**src/rtl/core/fss_pkg.sv**
```systemverilog
// Package of the FAT16 sector synthesizer: register codes, shared types and volume constants.
package fss_pkg;

	localparam int unsigned SECTOR_BYTES = 512;

	// Configuration register codes, in write-port index order
	typedef enum logic [2:0] {
		REG_RESERVED_SECTORS = 3'd0,
		REG_FAT_COPIES       = 3'd1,
		REG_FAT_SECTORS      = 3'd2,
		REG_ROOT_ENTRIES     = 3'd3,
		REG_TOTAL_SECTORS    = 3'd4,
		REG_LAST_CLUSTER     = 3'd5,
		REG_MEMORY_BASE      = 3'd6
	} reg_index_t;

	typedef struct packed {
		logic [6:0]  reserved_sectors;
		logic [1:0]  fat_copies;
		logic [8:0]  fat_sectors;
		logic [10:0] root_entries;
		logic [15:0] total_sectors;
		logic [15:0] last_cluster;
		logic [31:0] memory_base;
	} cfg_t;

	typedef struct packed {
		logic [31:0] memory_address;
		logic        from_memory;
		logic [7:0]  byte_value;
	} result_t;

	// Reset values of the volume geometry
	localparam logic [6:0]  RESET_RESERVED_SECTORS = 7'd1;
	localparam logic [1:0]  RESET_FAT_COPIES       = 2'd1;
	localparam logic [8:0]  RESET_FAT_SECTORS      = 9'd16;
	localparam logic [10:0] RESET_ROOT_ENTRIES     = 11'd512;
	localparam logic [15:0] RESET_TOTAL_SECTORS    = 16'd4096;
	localparam logic [15:0] RESET_LAST_CLUSTER     = 16'd2049;
	localparam logic [31:0] RESET_MEMORY_BASE      = 32'h0200_0000;

	// Fixed volume contents
	localparam logic [7:0]  MEDIA_MARK      = 8'hF8;
	localparam logic [15:0] FAT_MEDIA_ENTRY = 16'hFFF8;
	localparam logic [15:0] FAT_EOC         = 16'hFFFF;
	localparam logic [31:0] VOLUME_SERIAL   = 32'h52A8_D200;
	localparam logic [31:0] FILE_BYTES      = 32'h0010_0000;
	localparam logic [15:0] FIRST_CLUSTER   = 16'd2;

	// Strings pack their first character in the top byte
	localparam logic [63:0] OEM_TEXT   = "VDISK   ";
	localparam logic [87:0] LABEL_TEXT = "VIRTUALDISK";
	localparam logic [63:0] FS_TEXT    = "FAT16   ";
	localparam logic [87:0] FILE_TEXT  = "DATA    BIN";

endpackage

```
**src/rtl/core/fss_cfg.sv**
```systemverilog
// Configuration register file of the FAT16 sector synthesizer.
module fss_cfg
	import fss_pkg::*;
(
	input  logic        clk,
	input  logic        arst_n,
	input  logic        cfg_wr_en,
	input  logic [2:0]  cfg_index,
	input  logic [31:0] cfg_data,
	output cfg_t        cfg
);

	cfg_t cfg_q;

	always_ff @(posedge clk or negedge arst_n) begin
		if (!arst_n) begin
			cfg_q.reserved_sectors <= RESET_RESERVED_SECTORS;
			cfg_q.fat_copies       <= RESET_FAT_COPIES;
			cfg_q.fat_sectors      <= RESET_FAT_SECTORS;
			cfg_q.root_entries     <= RESET_ROOT_ENTRIES;
			cfg_q.total_sectors    <= RESET_TOTAL_SECTORS;
			cfg_q.last_cluster     <= RESET_LAST_CLUSTER;
			cfg_q.memory_base      <= RESET_MEMORY_BASE;
		end else if (cfg_wr_en) begin
			unique case (reg_index_t'(cfg_index))
				REG_RESERVED_SECTORS: cfg_q.reserved_sectors <= cfg_data[6:0];
				REG_FAT_COPIES:       cfg_q.fat_copies       <= cfg_data[1:0];
				REG_FAT_SECTORS:      cfg_q.fat_sectors      <= cfg_data[8:0];
				REG_ROOT_ENTRIES:     cfg_q.root_entries     <= cfg_data[10:0];
				REG_TOTAL_SECTORS:    cfg_q.total_sectors    <= cfg_data[15:0];
				REG_LAST_CLUSTER:     cfg_q.last_cluster     <= cfg_data[15:0];
				REG_MEMORY_BASE:      cfg_q.memory_base      <= cfg_data;
				default: ; // drop writes beyond the register list
			endcase
		end
	end

	assign cfg = cfg_q;

endmodule

```
**src/rtl/core/fss_byte.sv**
```systemverilog
// Combinational byte generator: region decode, boot, FAT, root and data-region bytes.
module fss_byte
	import fss_pkg::*;
(
	input  cfg_t        cfg,
	input  logic [15:0] sector_address,
	input  logic [8:0]  byte_offset,
	output result_t     result
);

	logic [10:0] fat_span;
	logic [16:0] fat_lba;
	logic [16:0] root_lba;
	logic [16:0] data_lba;
	logic [7:0]  root_secs;
	logic [16:0] lba_x;
	logic [16:0] fat_rel;
	logic [16:0] fs_one;
	logic [16:0] fs_two;
	logic [16:0] fsec_w;
	logic [16:0] entry;
	logic [16:0] entry_inc;
	logic [15:0] fat_val;
	logic [7:0]  boot_b;
	logic [7:0]  fat_b;
	logic [7:0]  root_b;
	logic [3:0]  idx_a;
	logic [3:0]  idx_b;
	logic [3:0]  idx_c;
	logic [16:0] data_rel;
	logic        in_chain;
	logic [31:0] data_addr;

	// Volume layout
	assign fat_span  = 11'(cfg.fat_copies * cfg.fat_sectors);
	assign root_secs = 8'((12'(cfg.root_entries) + 12'd15) >> 4);
	assign fat_lba   = 17'(cfg.reserved_sectors);
	assign root_lba  = fat_lba + 17'(fat_span);
	assign data_lba  = root_lba + 17'(root_secs);
	assign lba_x     = 17'(sector_address);

	// Fold the copy index away: at most three copies, so two compares suffice
	assign fat_rel = lba_x - fat_lba;
	assign fs_one  = 17'(cfg.fat_sectors);
	assign fs_two  = fs_one << 1;
	always_comb begin
		if (fat_rel >= fs_two) begin
			fsec_w = fat_rel - fs_two;
		end else if (fat_rel >= fs_one) begin
			fsec_w = fat_rel - fs_one;
		end else begin
			fsec_w = fat_rel;
		end
	end

	assign entry     = {fsec_w[8:0], byte_offset[8:1]};
	assign entry_inc = entry + 17'd1;

	always_comb begin
		if (entry == 17'd0) begin
			fat_val = FAT_MEDIA_ENTRY;
		end else if (entry == 17'd1) begin
			fat_val = FAT_EOC;
		end else if (entry < 17'(cfg.last_cluster)) begin
			fat_val = entry_inc[15:0];
		end else if (entry == 17'(cfg.last_cluster)) begin
			fat_val = FAT_EOC;
		end else begin
			fat_val = 16'd0;
		end
	end
	assign fat_b = byte_offset[0] ? fat_val[15:8] : fat_val[7:0];

	// String character indexes
	assign idx_a = 4'(byte_offset - 9'd3);
	assign idx_b = 4'(byte_offset - 9'd43);
	assign idx_c = 4'(byte_offset - 9'd54);

	always_comb begin
		boot_b = 8'h00;
		if (byte_offset >= 9'd3 && byte_offset < 9'd11) begin
			boot_b = OEM_TEXT[8 * (7 - idx_a[2:0]) +: 8];
		end else if (byte_offset >= 9'd43 && byte_offset < 9'd54) begin
			boot_b = LABEL_TEXT[8 * (10 - int'(idx_b)) +: 8];
		end else if (byte_offset >= 9'd54 && byte_offset < 9'd62) begin
			boot_b = FS_TEXT[8 * (7 - idx_c[2:0]) +: 8];
		end else begin
			case (byte_offset)
				9'd0:   boot_b = 8'hEB;
				9'd1:   boot_b = 8'h3C;
				9'd2:   boot_b = 8'h90;
				9'd11:  boot_b = 8'(SECTOR_BYTES & 255);
				9'd12:  boot_b = 8'(SECTOR_BYTES >> 8);
				9'd13:  boot_b = 8'h01;
				9'd14:  boot_b = {1'b0, cfg.reserved_sectors};
				9'd16:  boot_b = {6'd0, cfg.fat_copies};
				9'd17:  boot_b = cfg.root_entries[7:0];
				9'd18:  boot_b = {5'd0, cfg.root_entries[10:8]};
				9'd19:  boot_b = cfg.total_sectors[7:0];
				9'd20:  boot_b = cfg.total_sectors[15:8];
				9'd21:  boot_b = MEDIA_MARK;
				9'd22:  boot_b = cfg.fat_sectors[7:0];
				9'd23:  boot_b = {7'd0, cfg.fat_sectors[8]};
				9'd24:  boot_b = 8'd32;
				9'd26:  boot_b = 8'd16;
				9'd36:  boot_b = 8'h80;
				9'd38:  boot_b = 8'h29;
				9'd39:  boot_b = VOLUME_SERIAL[7:0];
				9'd40:  boot_b = VOLUME_SERIAL[15:8];
				9'd41:  boot_b = VOLUME_SERIAL[23:16];
				9'd42:  boot_b = VOLUME_SERIAL[31:24];
				9'd510: boot_b = 8'h55;
				9'd511: boot_b = 8'hAA;
				default: boot_b = 8'h00;
			endcase
		end
	end

	// Only the first root sector holds entries
	always_comb begin
		root_b = 8'h00;
		if (lba_x == root_lba) begin
			if (byte_offset < 9'd11) begin
				root_b = LABEL_TEXT[8 * (10 - int'(byte_offset[3:0])) +: 8];
			end else if (byte_offset >= 9'd32 && byte_offset < 9'd43) begin
				root_b = FILE_TEXT[8 * (10 - int'(byte_offset[3:0])) +: 8];
			end else begin
				case (byte_offset)
					9'd11: root_b = 8'h08;
					9'd43: root_b = 8'h01;
					9'd58: root_b = FIRST_CLUSTER[7:0];
					9'd59: root_b = FIRST_CLUSTER[15:8];
					9'd60: root_b = FILE_BYTES[7:0];
					9'd61: root_b = FILE_BYTES[15:8];
					9'd62: root_b = FILE_BYTES[23:16];
					9'd63: root_b = FILE_BYTES[31:24];
					default: root_b = 8'h00;
				endcase
			end
		end
	end

	// Data region: one sector per cluster, chain ends at last_cluster
	assign data_rel  = lba_x - data_lba;
	assign in_chain  = (cfg.last_cluster >= FIRST_CLUSTER) &&
		((data_rel + 17'(FIRST_CLUSTER)) <= 17'(cfg.last_cluster));
	assign data_addr = cfg.memory_base + {7'd0, data_rel[15:0], byte_offset};

	always_comb begin
		result = '0;
		if (sector_address == 16'd0) begin
			result.byte_value = boot_b;
		end else if (lba_x < fat_lba) begin
			result.byte_value = 8'h00;
		end else if (lba_x < root_lba) begin
			result.byte_value = fat_b;
		end else if (lba_x < data_lba) begin
			result.byte_value = root_b;
		end else if (in_chain) begin
			result.from_memory    = 1'b1;
			result.memory_address = data_addr;
		end
	end

endmodule

```
**src/rtl/core/fat16_sector_synthesizer.sv**
```systemverilog
// Top level of the FAT16 sector synthesizer: config port, request and result registers.
//
// Read-only virtual FAT16 disk. Each request on the s_axis channel carries a
// sector address and a byte offset; each result on m_axis carries the byte of
// the synthesized volume, or a flag and a backing-memory address for bytes of
// the data region.
//
// Channels: s_axis (requests in), m_axis (results out), one result per request,
// in request order. Geometry registers are written through cfg_wr_en, cfg_index and
// cfg_data by the user only while no request is in flight; the block does not check it.
//
// Timing: the request register loads at the accepting edge and the result
// register loads from it whenever the result stage is empty or draining.
// Throughput: one request per cycle while m_axis_tready stays high, bounded by the
// combinational byte decode between the registers.
//
// Reset: arst_n clears both valid flags and loads the default geometry
// (one reserved sector, one 16-sector FAT, 512 root entries).
// Stall: while m_axis_tready is low the result holds; the request register
// still fills, and s_axis_tready drops only when both stages are full.
module fat16_sector_synthesizer
	import fss_pkg::*;
(
	input  logic        clk,
	input  logic        arst_n,
	// Configuration write port
	input  logic        cfg_wr_en,
	input  logic [2:0]  cfg_index,
	input  logic [31:0] cfg_data,
	// Request channel
	input  logic        s_axis_tvalid,
	output logic        s_axis_tready,
	input  logic [31:0] s_axis_tdata,  // [15:0] sector_address, [24:16] byte_offset
	// Result channel
	output logic        m_axis_tvalid,
	input  logic        m_axis_tready,
	output logic [47:0] m_axis_tdata   // [7:0] byte_value, [8] from_memory,
	                                   // [40:9] memory_address
);

	cfg_t        cfg;
	logic        valid_s1;
	logic [15:0] lba_s1;
	logic [8:0]  off_s1;
	logic        valid_s2;
	result_t     result_s2;
	result_t     result_c;
	logic        adv_s1;

	fss_cfg u_cfg (
		.clk       (clk),
		.arst_n    (arst_n),
		.cfg_wr_en (cfg_wr_en),
		.cfg_index (cfg_index),
		.cfg_data  (cfg_data),
		.cfg       (cfg)
	);

	// Advance the request stage whenever the result stage is empty or draining
	assign adv_s1        = !valid_s2 || m_axis_tready;
	assign s_axis_tready = !valid_s1 || adv_s1;

	always_ff @(posedge clk or negedge arst_n) begin
		if (!arst_n) begin
			valid_s1 <= 1'b0;
			valid_s2 <= 1'b0;
		end else begin
			if (s_axis_tready) begin
				valid_s1 <= s_axis_tvalid;
			end
			if (adv_s1) begin
				valid_s2 <= valid_s1;
			end
		end
	end

	// Payload: capture request fields, hold while stalled
	always_ff @(posedge clk) begin
		if (s_axis_tready && s_axis_tvalid) begin
			lba_s1 <= s_axis_tdata[15:0];
			off_s1 <= s_axis_tdata[24:16];
		end
		if (adv_s1 && valid_s1) begin
			result_s2 <= result_c;
		end
	end

	fss_byte u_byte (
		.cfg            (cfg),
		.sector_address (lba_s1),
		.byte_offset    (off_s1),
		.result         (result_c)
	);

	assign m_axis_tvalid = valid_s2;
	assign m_axis_tdata  = {7'd0, result_s2.memory_address, result_s2.from_memory,
		result_s2.byte_value};

endmodule

```
**config.mk**
```make
export PLATFORM = sky130hd
export DESIGN_NAME = fat16_sector_synthesizer
export DESIGN_NICKNAME = d
export VERILOG_FILES = /design/src/rtl/core/fss_pkg.sv /design/src/rtl/core/fss_cfg.sv /design/src/rtl/core/fss_byte.sv /design/src/rtl/core/fat16_sector_synthesizer.sv
export SDC_FILE = /design/constraint.sdc
export NUM_CORES = 1
export LEC_CHECK = 0
export BUFFER_PORTS_ARGS = -buffer_cell sky130_fd_sc_hd__buf_2
export CAP_MARGIN = 10
export CORE_ASPECT_RATIO = 0.7
export CORE_MARGIN = 2
export CORE_UTILIZATION = 60
export CTS_CLUSTER_SIZE = 14
export DETAILED_ROUTE_END_ITERATION = 12
export GPL_TIMING_DRIVEN = 0
export HOLD_SLACK_MARGIN = 0.12
export PLACE_DENSITY = 0.91
export SLEW_MARGIN = 20
export SYNTH_ARGS = -nofsm -noshare
export SYNTH_HDL_FRONTEND = slang
export SYNTH_SLANG_ARGS = --single-unit
export TNS_END_PERCENT = 1
```
**constraint.sdc**
```tcl
create_clock -name clk -period 9.2 [get_ports clk]
set_input_delay 1.38 -clock clk [delete_from_list [all_inputs] [get_ports clk]]
set_output_delay 1.38 -clock clk [all_outputs]
set_load 0.02 [all_outputs]
```
==> results of run 1 <==
==> registers in the layout, indices dropped and copies added, names as in the netlist <==
| name | flops |
|---|---|
| m_axis_tvalid | 1 |
| valid_s1 | 1 |
| u_cfg.cfg | 93 |
| off_s1 | 9 |
| m_axis_tdata | 41 |
| lba_s1 | 16 |
==> cells in the mapped netlist, types with 27 or more instances <==
| cell | number |
|---|---|
| xor2_1 | 32 |
| clkbuf_1 | 46 |
| mux2_2 | 82 |
| edfxtp_1 | 66 |
| inv_1 | 108 |
| a21oi_1 | 89 |
| nor2b_1 | 36 |
| nand4_1 | 27 |
| o21ai_0 | 85 |
| nor3_1 | 36 |
| dfrtp_1 | 87 |
| o21a_1 | 31 |
| nand2_1 | 105 |
| nor2_1 | 114 |
| ha_1 | 136 |
| xnor2_1 | 56 |
| nand3_1 | 36 |
==> final cells by class <==
cell class / instances / area (um2)
clock buffers: 19 / 443
repair buffers: 107 / 579
well taps: 318 / 398
inverters: 109 / 409
flip-flops and latches: 161 / 4370
multi-input cells: 1254 / 9270
clock inverters: 13 / 138
plain buffers: 56 / 259
fillers: 1818 / 7600
==> stage by stage <==
step	hold slack, ns	std cells	area [um2]	setup TNS, ns	setup WS, ns
detailed placement	0.498	2008	15300	-1.42	-0.179
global placement	0.472	2006	15200	0	0.0934
finish	0.504	2037	15900	0	0.507
CTS	0.511	2038	15800	0	0.204
global route	0.529	2037	15900	0	0.0314
floorplan	0.449	1583	14300	0	1.73
==> cell families (layout without fill, tap and decap cells) <==
family / Yosys count / after routing
multiplexers: 91 / 91
XOR/XNOR: 88 / 88
other: 1 / 7
AO/OA/AOI/OAI: 420 / 420
adder cells (fa/ha/maj): 149 / 149
buffers and inverters: 168 / 304
AND/OR/NAND/NOR: 499 / 499
flip-flops: 161 / 161
==> per-layer routing <==
metal | global-route usage | share of wire | vias to the layer above
met2 | 0.510 | 0.40 | 849
met3 | 0.128 | 0.14 | 107
met4 | 0.125 | 0.028 | 0
met1 | 0.544 | 0.43 | 6586
met5 | 0 | 0 | -
li1 | - | - | 6079
==> worst register-to-register path: cells and delay by family, from the launching register on <==
kind | cells | cell delay (ns)
xor+xnor | 3 | 0.54
compound gates | 13 | 2.25
fa+ha+maj | 6 | 2.17
flops | 1 | 0.72
simple gates | 9 | 2.15
buf+inv | 5 | 0.71
==> timing repair <==
action,4_1_cts,5_1_grt
endpoints found under the setup margin,20,33
gates resized for setup,1,10
pin swaps,0,0
endpoints found under the hold margin,0,0
hold buffers,0,0
==> worst paths after layout <==
| kind | startpoint | endpoint | cells past startpoint |
|---|---|---|---|
| max | u_cfg.cfg[84] | m_axis_tdata[19] | 36 |
| min | valid_s1 | m_axis_tvalid | 1 |
| max reg2reg | u_cfg.cfg[84] | m_axis_tdata[19] | 36 |
| min reg2reg | valid_s1 | m_axis_tvalid | 1 |
| max in group asynchronous | arst_n | u_cfg.cfg[32] | 2 |
| min in group asynchronous | arst_n | u_cfg.cfg[24] | 1 |
==> results by group, run 1 <==
Finish
  – Layout area overhead: 11.3%
  – Number of diodes: 0
  – Post-layout net count: between 1.5k and 2k
  – Post-Route Utilization: 0.676
  – Most common cell after layout, fill and taps aside: ha_1
  – Most frequent cells in the layout: 136 x ha_1, 114 x nor2_1, 108 x inv_1, 106 x buf_2, 105 x nand2_1
  – Share of cells above drive strength 1: 0.163

Critical path
  – Kind of critical path: register to register
  – Required time of the critical path: around 9.5 ns
  – Worst setup EP type: register
  – Startpoint Class: register
  – CP Data Arrival Time: 8.99 ns
  – WP buf/inv: 5
  – CP Max Fanout: 11
  – CP max-delay cell: dfstp_2
  – Crit-path leading delay family: compound AO/OA/AOI/OAI gates
  – Worst R2R Setup Slack: 0.51 ns
  – CP most frequent cell: ha_1
  – Crit-path max cell delay: 0.72 ns

Logic synthesis
  – Area contributors post-synth: dfrtp_1 15%, edfxtp_1 14%, ha_1 12%
  – Syn_area_per_cell: 9.04 um2
  – Synth unique cells: 88
  – Synth Area in XOR/XNOR: 0.0541
  – Main combinational cell family by area after synthesis: compound AO/OA/AOI/OAI gates
  – Synth Area in Compound Gates: 0.200
  – Seq cells post-synth: ~160
  – Post-synthesis mux area share: 0.0711
  – Adder and majority cell fraction of the synthesized area: 0.138
  – Synth warnings: 0
  – EDFF count, synth: 66
  – Sequential share of the synthesized area: 0.307
  – Area leader, netlist: dfrtp_1
  – Synth Flop Type: dfrtp_1
  – Synth Area in Simple Gates: 0.183
  – Synth Cell Area: 0.0142 mm2
  – Fraction of registers with async set/reset: 0.590
  – Syn Inst Count: around 1.6k
  – Synth top area share: 0.153

Min path
  – Worst hold path class: register to register

Detailed routing
  – ANT nets after route: 0
  – Pre-Repair DR Iteration Count: 8
  – Detailed Route Iter0 Violations: 1,627
  – WL/cell: 22.8 um
  – Vias: 13.6k
  – Aggregate routed wire length: 46,400 um
  – # DRC: 0
  – DR vias/cell: 6.69

GRT
  – Largest net degree at the start of global routing: 83
  – Overflow after GRT: 0
  – Total GRT Usage: 0.372
  – Vias in the first global route: 12.8k
  – Antenna violations before repair: 0
  – First-pass GRT wire length: 71,700 um

Die
  – Die W: 188 um
  – Top-level I/O count: roughly 120
  – Cell Rows: 47
  – Die area: 0.0250 mm2
  – Starting density of the core: 0.607
  – Core ar.: 0.0235 mm2
  – Chip height: 133 um

Outcome
  – Outcome: completed

Placement
  – DP Wirelength: about 37,000 um
  – IO buf count: 105
  – Gp weighted congestion: around 1

Clock network
  – CTS Sinks: between 150 and 200
  – Clk_lat worst skew: 0.46 ns
  – CTS tree: done
  – Root buf cell: clkbuf_16
  – Clock transition at path regs: around 0.080 ns
  – Number of buffers created by CTS: 17
  – CTS H-Tree Depth: 4
  – Clk buf depth: 2
  – Post-CTS Setup Repair Bufs: 0

Timing
  – Max-slew violation count: 0
  – Worst-Margin Slew: 1.09 ns
  – Final setup viols: 0
  – Slew HR: 0.269
  – Layout Skew: 0.0119 ns
  – Final hold violations: 0
  – Fin crit period: 8.69 ns
  – RSZ-0062 raised after global routing: no
  – Final Cycle Share: 0.945
  – Maximum clock rate: around 0.12 GHz

Job
  – Maximum Capacitance Violations: 0
Power of run 1 is left out: the tool's default activity adds up to more than one toggle a clock period on the data nets, which glitch-free logic cannot reach.
==> inputs of run 2 (changes only) <==
--- a/config.mk
+++ b/config.mk
@@ -8,7 +8,7 @@
 export BUFFER_PORTS_ARGS = -buffer_cell sky130_fd_sc_hd__buf_2
 export CAP_MARGIN = 10
 export CORE_ASPECT_RATIO = 0.7
-export CORE_MARGIN = 2
+export CORE_MARGIN = 1.5
 export CORE_UTILIZATION = 60
 export CTS_CLUSTER_SIZE = 14
 export DETAILED_ROUTE_END_ITERATION = 12
==> run 2 against run 1 <==
  * Core utilization grew 1.7 points
  * Register-to-register slack lost 0.14 ns
  * First-iteration DRC count grew 26%
  * Die area shrank 1.3%
  * Final cell count is essentially flat
  * Critical path type unchanged
  * Largest cell class unchanged
==> results by group, run 2 (synthesis results as in run 1) <==
Detailed routing
  – ANT nets after route: 0
  – Pre-Repair DR Iteration Count: 6
  – Detailed Route Iter0 Violations: just over 2k
  – DR vias/cell: 6.77
  – # DRC: 0
  – Vias: ~14k
  – WL/cell: 23.5 um
  – Aggregate routed wire length: 47,800 um

Timing
  – Worst-Margin Slew: 1.07 ns
  – Final Cycle Share: 0.960
  – Final hold violations: 0
  – Final setup margin: 0.366 ns
  – Layout Skew: roughly 0.013 ns
  – Fin crit period: 8.83 ns
  – Setup TNS: 0 ns
  – Max-slew violation count: 0
  – Final setup viols: 0
  – Maximum clock rate: 0.113 GHz
  – Slew HR: 0.279
  – RSZ-0062 raised after global routing: no

Clock network
  – CTS H-Tree Depth: 4
  – Clk buf depth: 2
  – Clk_lat worst skew: 0.45 ns
  – Number of buffers created by CTS: 17
  – CTS Sinks: 161
  – CTS tree: done
  – Root buf cell: clkbuf_16
  – Clock transition at path regs: 0.08 ns

Die
  – Die W: roughly 190 um
  – Chip height: 132 um
  – Core ar.: 0.0230 mm2
  – Cell Rows: 46
  – Starting density of the core: 0.620
  – Top-level I/O count: 122
  – Die area: 0.0247 mm2

Finish
  – Most frequent cells in the layout: 136 x ha_1, 114 x nor2_1, 108 x inv_1, 105 x nand2_1, 105 x buf_2
  – Share of cells above drive strength 1: 0.166
  – Largest register FFs: 93
  – Sequential standard cell area: 0.00437 mm2
  – Post-layout net count: ~1.9k
  – Most common cell after layout, fill and taps aside: ha_1
  – Layout area overhead: 11.7%
  – Multi-input gate area: 0.00927 mm2
  – Fill cells: around 1.7k

Critical path
  – Worst R2R Setup Slack: 0.37 ns
  – Kind of critical path: register to register
  – CP Data Arrival Time: 9.12 ns
  – Reg2reg path depth: 37
  – CP Max Fanout: 11
  – Crit-path leading delay family: compound AO/OA/AOI/OAI gates
  – Stages on worst setup path: 37
  – Startpoint Class: register
  – Reg-to-Reg End: m_axis_tdata[33]
  – Crit-path max cell delay: 0.71 ns
  – Worst reg2reg path startpoint: u_cfg.cfg[84]
  – Worst setup EP type: register
  – WP buf/inv: 5
  – Required time of the critical path: 9.49 ns
  – CP max-delay cell: dfstp_2

Placement
  – DP Wirelength: around 37,000 um
  – Pre-CTS setup slack: -0.183 ns
  – Gp weighted congestion: 1.02
  – IO buf count: 105

GRT
  – First-pass GRT wire length: 73,200 um
  – Total GRT Usage: 0.382
  – Vias in the first global route: roughly 13k
  – Overflow after GRT: 0
  – Antenna violations before repair: 1
  – Largest net degree at the start of global routing: 83

Min path
  – Worst Hold End: m_axis_tvalid
  – Min-Delay Startpoint: valid_s1
  – Hold depth: 1
  – Worst hold path class: register to register

Job
  – Maximum Capacitance Violations: 0

Outcome
  – Outcome: completed
==> run 2: cell count changes in the layout (fill, tap and decap cells not counted), moves of 2 or more <==
cell,delta
buf_4,+2
clkinv_4,-2
inv_6,-4
inv_4,+2
clkinv_8,+4
inv_8,+2
==> run 2: repair_timing <==
| action | 4_1_cts | 5_1_grt |
|---|---|---|
| resized for setup | 2 | 11 |
| hold buffers | 0 | 0 |
| pin swaps | 0 | 1 |
| setup endpoints to repair | 28 | 33 |
| endpoints found under the hold margin | 0 | 0 |
| setup buffers | 0 | 2 |
==> run 2: how the worst max path moves through the flow <==
| stage | startpoint | endpoint | slack [ns] |
|---|---|---|---|
| after floorplan | u_cfg.cfg[84] | m_axis_tdata[39] | 1.73 |
| after global placement | u_cfg.cfg[84] | m_axis_tdata[33] | 0.28 |
| after detailed placement | u_cfg.cfg[84] | m_axis_tdata[22] | -0.18 |
| after CTS | u_cfg.cfg[84] | m_axis_tdata[22] | 0.11 |
| after global routing | u_cfg.cfg[84] | m_axis_tdata[33] | 0.07 |
| final | u_cfg.cfg[84] | m_axis_tdata[33] | 0.37 |
==> run 2: layout make-up <==
class                   count  share of cell area
diodes                      1            0.000157
repair buffers            110              0.0378
flip-flops and latches    161               0.275
inverters                 109              0.0257
multi-input cells        1254               0.583
clock buffers              18              0.0283
clock inverters            14             0.00991
plain buffers              56              0.0163
well taps                 312              0.0245
==> run 2: metrics by stage <==
stage	instances	instance area [um2]	hold WS (ns)	utilization
2_1_floorplan	1583	14300	0.449	-
3_3_place_gp	2000	15200	0.475	0.661
3_5_place_dp	2002	15200	0.489	0.664
4_1_cts	2032	15800	0.508	0.690
5_1_grt	2034	15900	0.526	0.693
6_report	2035	15900	0.500	0.693
==> run 2: metal layers <==
layer	wire [um]	global-route usage
met1	19800	0.552
met2	19700	0.546
met3	6750	0.112
met4	1470	0.125
met5	13	0
Power of run 2 is left out for the same reason.
